## src/fpi_pkg.sv

```systemverilog
// fpi_pkg: shared constants, codes, types for the fictitious play iteration block.
// No dependencies; imported by every module of the block except fpi_ram.
`timescale 1ns / 1ps
`default_nettype none

package fpi_pkg;

   localparam int MAX_PLAYERS_DEF = 4;
   localparam int MAX_ACTIONS_DEF = 64;
   localparam int MAX_JOINT_DEF   = 4096;
   localparam int WEIGHT_BITS_DEF = 40;

   localparam int OP_W       = 3;
   localparam int PLAYER_W   = 2;
   localparam int JIDX_W     = 12;
   localparam int ACTION_W   = 6;
   localparam int UTIL_W     = 16;
   localparam int OUT_W      = 40;
   localparam int STATUS_W   = 2;
   localparam int NP_W       = 3;
   localparam int NA_W       = 7;
   localparam int CSR_W      = 7;
   localparam int REQ_DATA_W = 40;
   localparam int RSP_DATA_W = 56;

   localparam logic [OP_W-1:0] OP_WRITE_UTIL = 3'd0;
   localparam logic [OP_W-1:0] OP_ITERATE    = 3'd1;
   localparam logic [OP_W-1:0] OP_RD_JOINT   = 3'd2;
   localparam logic [OP_W-1:0] OP_RD_MARG    = 3'd3;
   localparam logic [OP_W-1:0] OP_RESTART    = 3'd4;

   localparam logic [STATUS_W-1:0] ST_OK      = 2'd0;
   localparam logic [STATUS_W-1:0] ST_BAD_CFG = 2'd1;
   localparam logic [STATUS_W-1:0] ST_NO_PICK = 2'd2;

   localparam logic CSR_NUM_PLAYERS = 1'b0;
   localparam logic CSR_NUM_ACTIONS = 1'b1;

   typedef struct packed {
      logic accept;
      logic cfg_init;
      logic cfg_step;
      logic sweep_start;
      logic sweep_step;
      logic tot_start;
      logic issue;
      logic floor_load;
      logic p_init;
      logic cmp;
      logic emit_err;
      logic emit_rd;
      logic emit_it;
      logic mrd;
      logic mwr;
      logic jrd;
      logic jwr;
   } cmd_type;

   typedef struct packed {
      logic out_free;
      logic cfg_done;
      logic cfg_ok;
      logic sweep_end;
      logic issue_end;
      logic pipe_empty;
      logic a_last;
      logic p_last;
      logic all_ok;
   } stat_type;

   typedef enum logic [16:0] {
      S_CLEAR = 17'h00001,
      S_IDLE  = 17'h00002,
      S_RDO   = 17'h00004,
      S_CFG   = 17'h00008,
      S_ERR   = 17'h00010,
      S_RST   = 17'h00020,
      S_TOT   = 17'h00040,
      S_TOTW  = 17'h00080,
      S_PINIT = 17'h00100,
      S_SUM   = 17'h00200,
      S_SUMW  = 17'h00400,
      S_CMP   = 17'h00800,
      S_EMIT  = 17'h01000,
      S_MRD   = 17'h02000,
      S_MWR   = 17'h04000,
      S_JRD   = 17'h08000,
      S_JWR   = 17'h10000
   } state_type;

endpackage

`default_nettype wire

```

## src/fpi_ctrl.sv

```systemverilog
// fpi_ctrl: sequencing state machine; issues datapath commands from status.
// Depends on fpi_pkg.
`timescale 1ns / 1ps
`default_nettype none

module fpi_ctrl import fpi_pkg::*; (
   input  wire logic            clock,
   input  wire logic            reset,
   input  wire logic            req_tvalid,
   input  wire logic [OP_W-1:0] req_op,
   output      logic            req_tready,
   input  wire stat_type        stat,
   output      cmd_type         cmd
);

   state_type       state_ff, state_in;
   logic [OP_W-1:0] op_ff;

   always_ff @(posedge clock) begin
      if (reset) begin
         state_ff <= S_CLEAR;
      end else begin
         state_ff <= state_in;
      end
   end

   always_ff @(posedge clock) begin
      if (cmd.accept) begin
         op_ff <= req_op;
      end
   end

   assign req_tready = (state_ff == S_IDLE);

   always_comb begin
      cmd      = '0;
      state_in = state_ff;
      unique case (state_ff) inside
         S_CLEAR, S_RST: begin
            cmd.sweep_step = 1'b1;
            if (stat.sweep_end) state_in = S_IDLE;
         end
         S_IDLE: begin
            if (req_tvalid) begin
               cmd.accept = 1'b1;
               unique case (req_op) inside
                  OP_ITERATE, OP_RESTART: begin
                     cmd.cfg_init = 1'b1;
                     state_in     = S_CFG;
                  end
                  OP_RD_JOINT, OP_RD_MARG: state_in = S_RDO;
                  default: ;
               endcase
            end
         end
         S_RDO: begin
            if (stat.out_free) begin
               cmd.emit_rd = 1'b1;
               state_in    = S_IDLE;
            end
         end
         S_CFG: begin
            if (!stat.cfg_done) begin
               cmd.cfg_step = 1'b1;
            end else if (!stat.cfg_ok) begin
               state_in = S_ERR;
            end else if (op_ff == OP_RESTART) begin
               cmd.sweep_start = 1'b1;
               state_in        = S_RST;
            end else begin
               cmd.tot_start = 1'b1;
               state_in      = S_TOT;
            end
         end
         S_ERR: begin
            if (stat.out_free) begin
               cmd.emit_err = 1'b1;
               state_in     = S_IDLE;
            end
         end
         S_TOT: begin
            if (stat.issue_end) state_in = S_TOTW;
            else cmd.issue = 1'b1;
         end
         S_TOTW: begin
            if (stat.pipe_empty) begin
               cmd.floor_load = 1'b1;
               state_in       = S_PINIT;
            end
         end
         S_PINIT: begin
            cmd.p_init = 1'b1;
            state_in   = S_SUM;
         end
         S_SUM: begin
            if (stat.issue_end) state_in = S_SUMW;
            else cmd.issue = 1'b1;
         end
         S_SUMW: begin
            if (stat.pipe_empty) state_in = S_CMP;
         end
         S_CMP: begin
            cmd.cmp = 1'b1;
            if (!stat.a_last) state_in = S_SUM;
            else if (stat.p_last) state_in = S_EMIT;
            else state_in = S_PINIT;
         end
         S_EMIT: begin
            if (stat.out_free) begin
               cmd.emit_it = 1'b1;
               if (stat.p_last) state_in = stat.all_ok ? S_MRD : S_IDLE;
            end
         end
         S_MRD: begin
            cmd.mrd  = 1'b1;
            state_in = S_MWR;
         end
         S_MWR: begin
            cmd.mwr  = 1'b1;
            state_in = stat.p_last ? S_JRD : S_MRD;
         end
         S_JRD: begin
            cmd.jrd  = 1'b1;
            state_in = S_JWR;
         end
         S_JWR: begin
            cmd.jwr  = 1'b1;
            state_in = S_IDLE;
         end
         default: state_in = S_IDLE;
      endcase
   end

endmodule

`default_nettype wire

```

## config.mk

```make
export PLATFORM = sky130hd
export DESIGN_NAME = fpi_ctrl
export DESIGN_NICKNAME = d
export VERILOG_FILES = /design/src/fpi_pkg.sv /design/src/fpi_ctrl.sv
export SDC_FILE = /design/constraint.sdc
export NUM_CORES = 1
export LEC_CHECK = 0
export ABC_AREA = 1
export BUFFER_PORTS_ARGS = -buffer_cell sky130_fd_sc_hd__buf_2
export CORE_MARGIN = 2
export CORE_UTILIZATION = 55
export DETAILED_ROUTE_END_ITERATION = 6
export GPL_TIMING_DRIVEN = 0
export PLACE_DENSITY = 0.75
export SETUP_SLACK_MARGIN = 0.3
export SYNTH_ARGS = -nofsm -noshare
export SYNTH_HDL_FRONTEND = slang
export SYNTH_SLANG_ARGS = --single-unit
```

## constraint.sdc

```tcl
create_clock -name clock -period 2.2 [get_ports clock]
set_input_delay 0.11 -clock clock [delete_from_list [all_inputs] [get_ports clock]]
set_output_delay 0.11 -clock clock [all_outputs]
set_load 0.1 [all_outputs]
```

**Yosys cells after proc, flatten, opt, wreduce, memory -nomap -nowiden**

Cells that the tools add are included.

- Register bits after elaboration: 20
- Bits of input ports: 15
- Output and inout port bits: 18
- Word-level logic and storage cells: 86

- Multiplexer cells: 45
- Eq/ne operators: 33
- Reductions and logical operators: 6

Operators with widths:

| cell | number |
|---|---|
| case mux 17 bit (14 select lines) | 1 |
| 2-to-1 mux 17 bit | 11 |
| case mux 17 bit (2 select lines) | 1 |
| 2-to-1 mux 13 bit | 2 |
| 2-to-1 mux 1 bit | 24 |
| inequality test 2 bit, second input constant | 9 |
| == test 17 x 1 -> 1 bit, second input constant | 1 |
| == test 17 x 10 -> 1 bit, second input constant | 1 |
| == test 17 x 11 -> 1 bit, second input constant | 1 |
| == test 17 x 12 -> 1 bit, second input constant | 1 |
| == test 17 x 13 -> 1 bit, second input constant | 1 |
| == test 17 x 14 -> 1 bit, second input constant | 1 |
| == test 17 x 15 -> 1 bit, second input constant | 1 |
| == test 17 x 16 -> 1 bit, second input constant | 1 |
| == test 17 bit, second input constant | 1 |
| == test 17 x 2 -> 1 bit, second input constant | 1 |
| == test 17 x 3 -> 1 bit, second input constant | 1 |
| == test 17 x 4 -> 1 bit, second input constant | 1 |
| == test 17 x 5 -> 1 bit, second input constant | 1 |
| == test 17 x 6 -> 1 bit, second input constant | 1 |
| == test 17 x 7 -> 1 bit, second input constant | 1 |
| == test 17 x 8 -> 1 bit, second input constant | 1 |
| == test 17 x 9 -> 1 bit, second input constant | 1 |
| 2-to-1 mux 16 bit | 1 |
| 10 further kinds | 18 |

**Longest topological paths before layout**

Gate-level depths: netlist of run 1.

- Depth after elaboration: 5
- Mapped depth: 13
- Mapped depth without buffers: 13

**Worst setup path before layout of run 1**

No wires, ideal clock.

- Kind: reg-to-output
- Start point: register state_ff[10]
- End point: output port cmd[13] in the netlist's numbering
- Cell stages (with the launch flop): 6
- Slack: -1.616 ns
- Required time: 2.090 ns
- Buffers on the path: 0
- Arrival: 3.706 ns
- Cell sequence: dfxtp_1 > nor2_2 > nand2_1 > nor2_4 > nand2_1 > nor4_1

RTL lines:

| item | RTL line | text |
|---|---|---|
| start: declaration | fpi_ctrl.sv:16 | `state_type state_ff, state_in;` |
| start signal: assignment | fpi_ctrl.sv:23 | `state_ff <= state_in;` |
| end: declaration | fpi_ctrl.sv:13 | `output cmd_type cmd` |

**Worst setup path in the final report of run 1**

- Start point: register state_ff[13]
- End point: output port req_tready

- Word-level cells in the longest chain between the ends: 1

RTL lines:

| item | RTL line | text |
|---|---|---|
| == test 17 x 2 -> 1 bit | fpi_ctrl.sv:33 | `assign req_tready = (state_ff == S_IDLE);` |
| end: declaration | fpi_ctrl.sv:11 | `output logic req_tready,` |

No other way between the ends.

==> metrics.txt, run 1 <==
outcome finished clean; post-synthesis sequential element count 20; leading cell types in the layout, fill and taps excluded nand2_1, inv_1, nor2_1, nand3_1, nor2_4; worst slew margin relative to its limit 0.6357; quantity of I/O buffers inserted on ports 32; setup repair after global routing missed its margin true; vias around 2200; wire per inst ~15 µm; root buffer selected by CTS clkbuf_4; CTS Buffer Depth 2; number of standard-cell rows in the floorplan 20; Setup WS pre-CTS roughly 240 ps; startpoint of the worst hold path stat[1]; DRT Pass-1 Iters 6; GR Overflow Total 0; synthesized netlist cell count around 300; Worst-Margin Slew around 550 ps; share of power burned in registers 0.171; Tightest Hold Check Type in -> reg; clock-pin transition on the worst setup and hold timing paths around 130 ps; part of the total power dissipated in combinational logic 0.763; footprint of the multi-input gates about 1300 µm²; final WL about 5700 µm; placeable core region about 3000 µm²; H-tree level count 1; highest attainable clock frequency 0.5266 GHz; Initial Util 0.5717; clock buffer count from CTS 3; cell area after placement roughly 2000 µm²; kind of end point of the critical path output pin; global-route wire length before repair roughly 7800 µm; internal power contribution ~1.5 mW; ratio of total power to cell area about 1400 nW/µm²; required time worst endpoint roughly 2100 ps; reg2reg path depth 12; critical path startpoint state_ff[13]$_SDFFE_PP0P_; worst r2r dst state_ff[2]$_SDFFE_PP0P_; count of max-cap constraint violations 0; net count after synthesis between 300 and 400; maximum number of pins on one net before global-route repair 12; ratio of cells with drive above 1 in the final layout 0.3389; final net count between 300 and 400; classification of the worst setup path reg -> out; crit path DAT 1790 ps; final instance area around 2500 µm²; register area 442.9 µm²; utilization of the core after routing 0.8300; DR iter-0 viols around 140; count of endpoints failing hold in the final timing report 0; Detailed Place HPWL between 3000 and 4000 µm; clk sink count 20; number of global-route vias before repair roughly 1800; Skew-Pair Late Insertion Delay roughly 330 ps; Tcrit/Tclk final 0.8632; final weighted congestion of routability-driven global placement between 0.9 and 1; Synth-to-Final Area Change 45.19%; Die Width 59.87 µm; Reg2Reg Setup Slack between 300 and 400 ps; LEAKAGE roughly 1.3 nW; source of the worst register-to-register timing path state_ff[13]$_SDFFE_PP0P_; Clock power frac 0.066; time the final worst path needs with I/O delays and setup 1899 ps; Max FO, Critical Path 5; post-DR vias/cell around 5.5; Inserted Diodes 0; switching fraction of total power 0.5895; post-synth cell types 24; Final ANT Viol Nets 0; clock tree from TritonCTS yes; commonest non-fill, non-tap cell in the layout nand2_1; Max VDD drop 1.022 mV; mapped cell area approximately 1700 µm²; initial antenna violation count 0; GRT Total Usage 0.2904; Net Sw Power roughly 2.1 mW; setup total negative slack 0 ps; crit path launch type flop; Worst Setup Slack, final between 300 and 400 ps; vertical die dimension 59.87 µm; Die ar. 3584 µm²; drc violations 0; Pins Over Slew Limit 0; I/O Pins 33; Ys Warns 0; end point of the critical path req_tready; post-synthesis sequential area ratio 0.2507; Final setup viols 0; fillers a little over 200; clk_skew approximately 9.5 ps; per-instance average area after synthesis around 5.7 µm²
[through the flow]
| step | hold slack, ps | power, mW | instances |
|---|---|---|---|
| finish | 49.37 | 3.572 | 390 |
| global route | 47.67 | 3.789 | 390 |
| CTS | 44.81 | 3.059 | 375 |
| detailed placement | 301.9 | 2.712 | 366 |
| global placement | 302.0 | 2.683 | 366 |
| floorplan | 187.4 | 2.312 | 301 |
[power groups by stage]
stage	clock [mW]	combinational [mW]	sequential (mW)
2_1_floorplan	0	1.76	0.550
3_3_place_gp	0	2.12	0.566
3_5_place_dp	0	2.14	0.571
4_1_cts	0.239	2.24	0.579
5_1_grt	0.249	2.92	0.622
6_report	0.237	2.72	0.610
[routing by layer]
metal	track usage	vias up	part of all wire
met5	0	-	0
met4	0.09524	0	0.028
met3	0.03247	20	0.063
met2	0.5311	99	0.52
met1	0.3483	993	0.39
li1	-	1050	-
[cells by family (layout without fill, tap and decap cells)]
logic type | after synthesis | count (layout) | share of synthesized area
and+or+nand+nor | 213 | 215 | 0.5824
AOI/OAI and AO/OA | 10 | 10 | 0.03133
buffers and inverters | 58 | 112 | 0.1356
DFF | 20 | 20 | 0.2507
[final cells by class]
type / instances / share of cell area
plain buffers: 3 / 0.01054
multi-input cells: 225 / 0.5131
flip-flops and latches: 20 / 0.1777
repair buffers: 50 / 0.1817
inverters: 55 / 0.08584
well taps: 33 / 0.01657
clock buffers: 4 / 0.01456
[flip-flops by register name, summed over array words and instances, names as in the netlist]
signal,flops
op_ff,3
state_ff,17
[worst min-delay path by stage]
| stage | to | slack [ps] | cells after the start |
|---|---|---|---|
| finish | state_ff[15]$_SDFFE_PP0P_ | 50 | 3 |
| global route | state_ff[15]$_SDFFE_PP0P_ | 50 | 3 |
| CTS | state_ff[15]$_SDFFE_PP0P_ | 40 | 3 |
| detailed placement | state_ff[15]$_SDFFE_PP0P_ | 300 | 2 |
| global placement | state_ff[15]$_SDFFE_PP0P_ | 300 | 2 |
| floorplan | state_ff[15]$_SDFFE_PP0P_ | 190 | 1 |
[cells in the mapped netlist]
| library cell | instances | share of area |
|---|---|---|
| nor3_1 | 5 | 0.015 |
| nand2_1 | 77 | 0.17 |
| nor2_4 | 4 | 0.026 |
| buf_6 | 2 | 0.013 |
| o21ai_0 | 3 | 0.0087 |
| a21oi_1 | 5 | 0.015 |
| nand2_4 | 3 | 0.020 |
| nand3b_1 | 1 | 0.0044 |
| o21ai_1 | 1 | 0.0029 |
| o21ai_2 | 1 | 0.0051 |
| inv_2 | 5 | 0.011 |
| edfxtp_1 | 3 | 0.052 |
| inv_1 | 50 | 0.11 |
| nor4_1 | 2 | 0.0073 |
| buf_1 | 1 | 0.0022 |
| nand3_2 | 3 | 0.017 |
| nor2_1 | 58 | 0.13 |
| nor2_8 | 1 | 0.012 |
| and2_1 | 1 | 0.0036 |
| nor2_2 | 8 | 0.029 |
| nand2_2 | 3 | 0.011 |
| dfxtp_1 | 17 | 0.20 |
| nand4_1 | 7 | 0.026 |
| nand3_1 | 40 | 0.12 |
[repair_timing]
item,CTS,global route
endpoints found under the setup margin,19,34
pin swaps,4,9
buffers inserted,1,13
endpoints found under the hold margin,4,0
gates resized for setup,38,47
cloned,0,2
hold buffers,4,0
[critical path: stages, from the launching register on]
cell and delay [ps]:
dfxtp_1 370, nor2_4 170, nand2_4 130, nor2_4 200, nand2_2 170, inv_1 170, buf_6 250
(Power assumes the default switching activity.)
==> run 2: changes to the inputs <==
--- a/config.mk
+++ b/config.mk
@@ -11,7 +11,7 @@
 export CORE_UTILIZATION = 55
 export DETAILED_ROUTE_END_ITERATION = 6
 export GPL_TIMING_DRIVEN = 0
-export PLACE_DENSITY = 0.75
+export PLACE_DENSITY = 0.77
 export SETUP_SLACK_MARGIN = 0.3
 export SYNTH_ARGS = -nofsm -noshare
 export SYNTH_HDL_FRONTEND = slang
==> metrics.txt, run 2 (same netlist as run 1, synthesis figures left out) <==
kind of end point of the critical path flop; fillers 184 (-8.9%); vias 2153 (-0.42%); number of global-route vias before repair 1682 (-5.5%); end of the worst hold path op_ff[2]$_DFFE_PP_; H-tree level count 1 (unchanged); quantity of I/O buffers inserted on ports 32 (unchanged); GRT Total Usage 0.2772 (-0.01313); Fin Hold WS 12.35 ps (-37.02 ps); final net count 370 (-0.80%); Pins Over Slew Limit 0 (unchanged); initial antenna violation count 0 (unchanged); number of standard-cell rows in the floorplan 20 (unchanged); crit path DAT 2120 ps (+330 ps); vertical die dimension 59.87 µm (unchanged); I/O Pins 33 (unchanged); crit path launch type flop; startpoint of the worst hold path req_op[2]; reg2reg path depth 13 (+1); GR Overflow Total 0 (unchanged); Largest register FFs 17 (unchanged); time the final worst path needs with I/O delays and setup 1899 ps (+0.5420 ps); required time worst endpoint 2430 ps (+340 ps); commonest non-fill, non-tap cell in the layout nand2_1; register area 444.2 µm² (+0.28%); classification of the worst setup path reg -> reg; Max FO, Critical Path 10 (+5); Inserted Diodes 0 (unchanged); Worst-Margin Slew 559.2 ps (+12.69 ps); count of max-cap constraint violations 0 (unchanged); highest attainable clock frequency 0.5265 GHz (about the same); count of endpoints failing hold in the final timing report 0 (unchanged); Max VDD drop 0.9487 mV (-7.2%); source of the worst register-to-register timing path state_ff[14]$_SDFFE_PP0P_; drc violations 0 (unchanged); most flop-heavy register state_ff; DR iter-0 viols 153 (+6.3%); global-route wire length before repair 7465 µm (-4.1%); DRT Pass-1 Iters 5 (-1); Tcrit/Tclk final 0.8634 (about the same); Synth-to-Final Area Change 45.04%; wire per inst 14.43 µm (-1.9%); Hold Path Cell Cnt 1 (-2); clock buffer count from CTS 3 (unchanged); leading cell types in the layout, fill and taps excluded nand2_1, inv_1, nor2_1, nand3_1, buf_4; Skew-Pair Late Insertion Delay 320 ps (about the same); Initial Util 0.5717 (unchanged); setup total negative slack 0 ps (unchanged); registers with the most flip-flops state_ff: 17 flops, op_ff: 3 flops; final weighted congestion of routability-driven global placement 0.9409 (+1.3%); clk sink count 20 (unchanged); setup repair after global routing missed its margin true; clock tree from TritonCTS yes; clock-pin transition on the worst setup and hold timing paths 130 ps (about the same); final WL 5583 µm (-2.7%); Final setup viols 0 (unchanged); LEAKAGE 1.270 nW (-1.0%); Die Width 59.87 µm (unchanged); total power consumption of the routed design 3.666 mW (+2.7%); CTS Buffer Depth 2 (unchanged); root buffer selected by CTS clkbuf_4; maximum number of pins on one net before global-route repair 13 (+1); Die ar. 3584 µm² (unchanged); outcome finished clean; worst slew margin relative to its limit 0.6272 (-0.008459); Reg2Reg Setup Slack 300 ps (about the same); post-DR vias/cell 5.563 (+0.36%); ratio of cells with drive above 1 in the final layout 0.3503 (+0.01135); footprint of the multi-input gates 1265 µm² (-1.1%); clk_skew 5.349 ps (-4.115 ps); ratio of total power to cell area 1473 nW/µm² (+2.8%); worst r2r dst state_ff[10]$_SDFFE_PP0P_; placeable core region 3003 µm² (unchanged); Final ANT Viol Nets 0 (unchanged); Detailed Place HPWL 3570 µm (-2.9%); Tightest Hold Check Type in -> reg
## run 2: cell count changes in the layout (fill, tap and decap cells not counted), sizes merged
cell	change
dlygate4sd3	-1
buf	-1
bufinv	+1
nor2	-1
clkbuf	-1
## run 2: timing repair
action | 4_1_cts | 5_1_grt
cloned | 0 | 1
gates resized for setup | 36 | 55
pin swaps | 2 | 15
buffers inserted | 3 | 10
hold buffers | 2 | 1
hold endpoints to repair | 2 | 1
endpoints found under the setup margin | 24 | 35
## run 2: critical path, cell delays in order, from the launching register on
cell and delay, ps:
dfxtp_1 370, nor2_2 180, nand2_4 120, nor2_4 210
nand3_1 150, nand2_2 100, nand2_1 60, nand2_2 110
inv_2 40, nand2_1 50, nor2_1 70, buf_6 150
nor2_1 120, nor2_1 60
## run 2: power breakdown
part,internal [mW],switching [mW]
sequential,0.483,0.122
combinational,0.912,1.83
clock,0.184,0.135
## run 2: final cells by class
type,instances,share of cell area
multi-input combinational,224,0.5080
inverter,55,0.08593
timing repair buffer,48,0.1794
tap,33,0.01658
clock inverter,1,0.01206
clock buffer,3,0.009045
sequential,20,0.1784
buffer,3,0.01055
## run 2: routing by layer
metal	track usage	wire (µm)	vias to the layer above
li1	-	-	1041
met1	0.3611	2114	975
met2	0.4876	2756	105
met3	0.02597	444	32
met4	0.06984	267	0
met5	0	0	-
## run 2: worst max path at each step
stage	cells after the start	endpoint	slack, ps	start
floorplan	5	cmd[13]	150	state_ff[10]$_SDFFE_PP0P_
global placement	8	cmd[11]	250	state_ff[10]$_SDFFE_PP0P_
detailed placement	8	cmd[11]	210	state_ff[10]$_SDFFE_PP0P_
CTS	8	cmd[11]	240	state_ff[10]$_SDFFE_PP0P_
global route	13	state_ff[10]$_SDFFE_PP0P_	140	state_ff[10]$_SDFFE_PP0P_
finish	13	state_ff[10]$_SDFFE_PP0P_	300	state_ff[14]$_SDFFE_PP0P_
## run 2: metrics by stage
stage          setup WS [ps]  instance area (µm²)  instances  utilization
2_1_floorplan          154.8                 1805        301            -
3_3_place_gp           246.4                 2007        366       0.6683
3_5_place_dp           208.7                 2007        366       0.6683
4_1_cts                235.4                 2215        375       0.7375
5_1_grt                142.0                 2490        387       0.8292
6_report               300.5                 2490        387       0.8292
==> run 3: changes to the inputs <==
--- a/config.mk
+++ b/config.mk
@@ -7,12 +7,13 @@
 export LEC_CHECK = 0
 export ABC_AREA = 1
 export BUFFER_PORTS_ARGS = -buffer_cell sky130_fd_sc_hd__buf_2
-export CORE_MARGIN = 2
 export CORE_UTILIZATION = 55
 export DETAILED_ROUTE_END_ITERATION = 6
 export GPL_TIMING_DRIVEN = 0
+export HOLD_SLACK_MARGIN = 0.06
 export PLACE_DENSITY = 0.77
 export SETUP_SLACK_MARGIN = 0.3
+export SLEW_MARGIN = 20
 export SYNTH_ARGS = -nofsm -noshare
 export SYNTH_HDL_FRONTEND = slang
 export SYNTH_SLANG_ARGS = --single-unit
==> metrics.txt, run 3 (same netlist as run 1, synthesis figures left out) <==
wire per inst 15.37 µm (+6.5%); register area 441.7 µm² (-0.56%); number of global-route vias before repair 1832 (+8.9%); final weighted congestion of routability-driven global placement 0.9419 (+0.11%); ratio of total power to cell area 1462 nW/µm² (-0.71%); ratio of cells with drive above 1 in the final layout 0.3229 (-0.02734); GRT Total Usage 0.3043 (+0.02712); total power consumption of the routed design 3.622 mW (-1.2%); DR iter-0 viols 178 (+16%); Cell Count, Final, Fillers Out 384 (-0.78%); highest attainable clock frequency 0.5243 GHz (-0.42%); classification of the worst setup path reg -> out; Detailed Place HPWL 3547 µm (-0.65%); crit path DAT 1800 ps (-320 ps); placeable core region 2853 µm² (-5.0%); drc violations 1 (+1); Skew-Pair Late Insertion Delay 330 ps (about the same); maximum number of pins on one net before global-route repair 13 (unchanged); placed cell count 364 (-0.55%); registers with the most flip-flops state_ff: 17 flops, op_ff: 3 flops; Die Width 57.87 µm (-3.3%); vias 2195 (+2.0%); DRT Pass-1 Iters 7 (+2); Max VDD drop 0.8929 mV (-5.9%); footprint of the multi-input gates 1274 µm² (+0.69%); clock buffer count from CTS 3 (unchanged); fillers 165 (-10%); setup total negative slack 0 ps (unchanged); final net count 369 (-0.27%); required time worst endpoint 2090 ps (-340 ps); outcome finished, violations left; crit path launch type flop; worst stage delay on the critical path 370 ps (about the same); vertical die dimension 57.87 µm (-3.3%); quantity of I/O buffers inserted on ports 32 (unchanged); H-tree level count 1 (unchanged); kind of cell adding the most delay to the critical path simple AND/OR/NAND/NOR gates; clock tree from TritonCTS yes; leading cell types in the layout, fill and taps excluded nand2_1, inv_1, nor2_1, nand3_1, nor2_4; most flop-heavy register state_ff; LEAKAGE 1.275 nW (+0.39%); Buf/Inv on CP 2 (unchanged); Crit path top cell by count nor2_4; Tightest Hold Check Type in -> reg; crit path max-delay cell type dfxtp_2; Final ANT Viol Nets 0 (unchanged); failing checks design-rule violations; post-DR vias/cell 5.716 (+2.7%); global-route wire length before repair 7838 µm (+5.0%); Synth-to-Final Area Change 44.32%; root buffer selected by CTS clkbuf_4; Max FO, Critical Path 4 (-6); clk_skew 1.883 ps (-3.467 ps); final WL 5902 µm (+5.7%); kind of end point of the critical path output pin; time the final worst path needs with I/O delays and setup 1907 ps (+7.951 ps); I/O Pins 33 (unchanged); setup repair after global routing missed its margin true; Tcrit/Tclk final 0.8670 (+0.003614); initial antenna violation count 0 (unchanged); clk sink count 20 (unchanged); commonest non-fill, non-tap cell in the layout nand2_1; worst slew margin relative to its limit 0.6484 (+0.02114); Initial Util 0.6018 (+0.03009); Pins Over Slew Limit 0 (unchanged); Die ar. 3348 µm² (-6.6%); GR Overflow Total 0 (unchanged); Worst-Margin Slew 527.5 ps (-31.72 ps); CTS Buffer Depth 2 (unchanged); count of max-cap constraint violations 0 (unchanged); count of endpoints failing hold in the final timing report 0 (unchanged); Final setup viols 0 (unchanged); Largest register FFs 17 (unchanged); Inserted Diodes 0 (unchanged); clock-pin transition on the worst setup and hold timing paths 120 ps (about the same); CP Cell Sequence nor2_4 -> nand2_2 -> nor2_4 -> nand2_4 -> inv_1 -> nand3_2 -> nor2_4 -> buf_12; number of standard-cell rows in the floorplan 19 (-5.0%)
run 3: layout make-up:
cell class | count | area share
Clock inverter | 1 | 0.01212
Timing Repair Buffer | 46 | 0.1727
Sequential cell | 20 | 0.1783
Inverter | 55 | 0.08737
Buffer | 3 | 0.01061
Clock buffer | 3 | 0.009091
Tap cell | 31 | 0.01566
Multi-Input combinational cell | 225 | 0.5141
run 3: layer usage:
metal  up-vias  part of all wire  global-route usage
li1       1040                 -                   -
met1       967              0.36              0.3752
met2       142              0.48              0.5517
met3        46             0.093             0.02232
met4         0             0.070              0.1122
met5         -                 0                   0
run 3: path summary, 6_finish.rpt:
check                             from                        end  slack (ps)  cells after the start
max          state_ff[10]$_SDFFE_PP0P_                    cmd[11]         290                      8
min                            stat[1]  state_ff[15]$_SDFFE_PP0P_          70                      3
max reg2reg  state_ff[14]$_SDFFE_PP0P_  state_ff[14]$_SDFFE_PP0P_         340                     13
min reg2reg   state_ff[0]$_SDFFE_PP1P_   state_ff[0]$_SDFFE_PP1P_         500                      2
run 3: worst reg2reg max path: stages, from the launching register on:
cell	delay [ps]
dfxtp_1	430
nor2_4	70
nand2_4	160
nor2_4	90
nand2_1	100
nand2_1	60
nand2_1	110
nand2_2	90
inv_1	70
nand2_1	50
nor2_1	220
buf_6	200
nand3_1	90
inv_1	90
run 3: where the power goes:
part / switching [mW] / internal, mW / total, mW / leakage (nW)
combinational: 1.83 / 0.874 / 2.70 / 1.08
clock: 0.133 / 0.185 / 0.318 / 0.0279
sequential: 0.124 / 0.478 / 0.602 / 0.169
run 3: what timing repair did:
item                       CTS  global route
cloned                       0             2
gates resized for setup     34            52
hold buffers                 4             0
setup endpoints to repair   21            35
hold endpoints to repair     4             0
pin swaps                    4             8
setup buffers                2             8
run 3: stage by stage:
| step | hold WS [ps] | setup slack [ps] | area (µm²) | utilization |
|---|---|---|---|---|
| floorplan | 187.4 | 154.8 | 1805 | - |
| global placement | 301.8 | 276.8 | 2004 | 0.7026 |
| detailed placement | 305.2 | 265.6 | 2004 | 0.7026 |
| CTS | 82.74 | 213.4 | 2218 | 0.7776 |
| global route | 79.51 | 186.7 | 2477 | 0.8684 |
| finish | 67.71 | 292.6 | 2477 | 0.8684 |
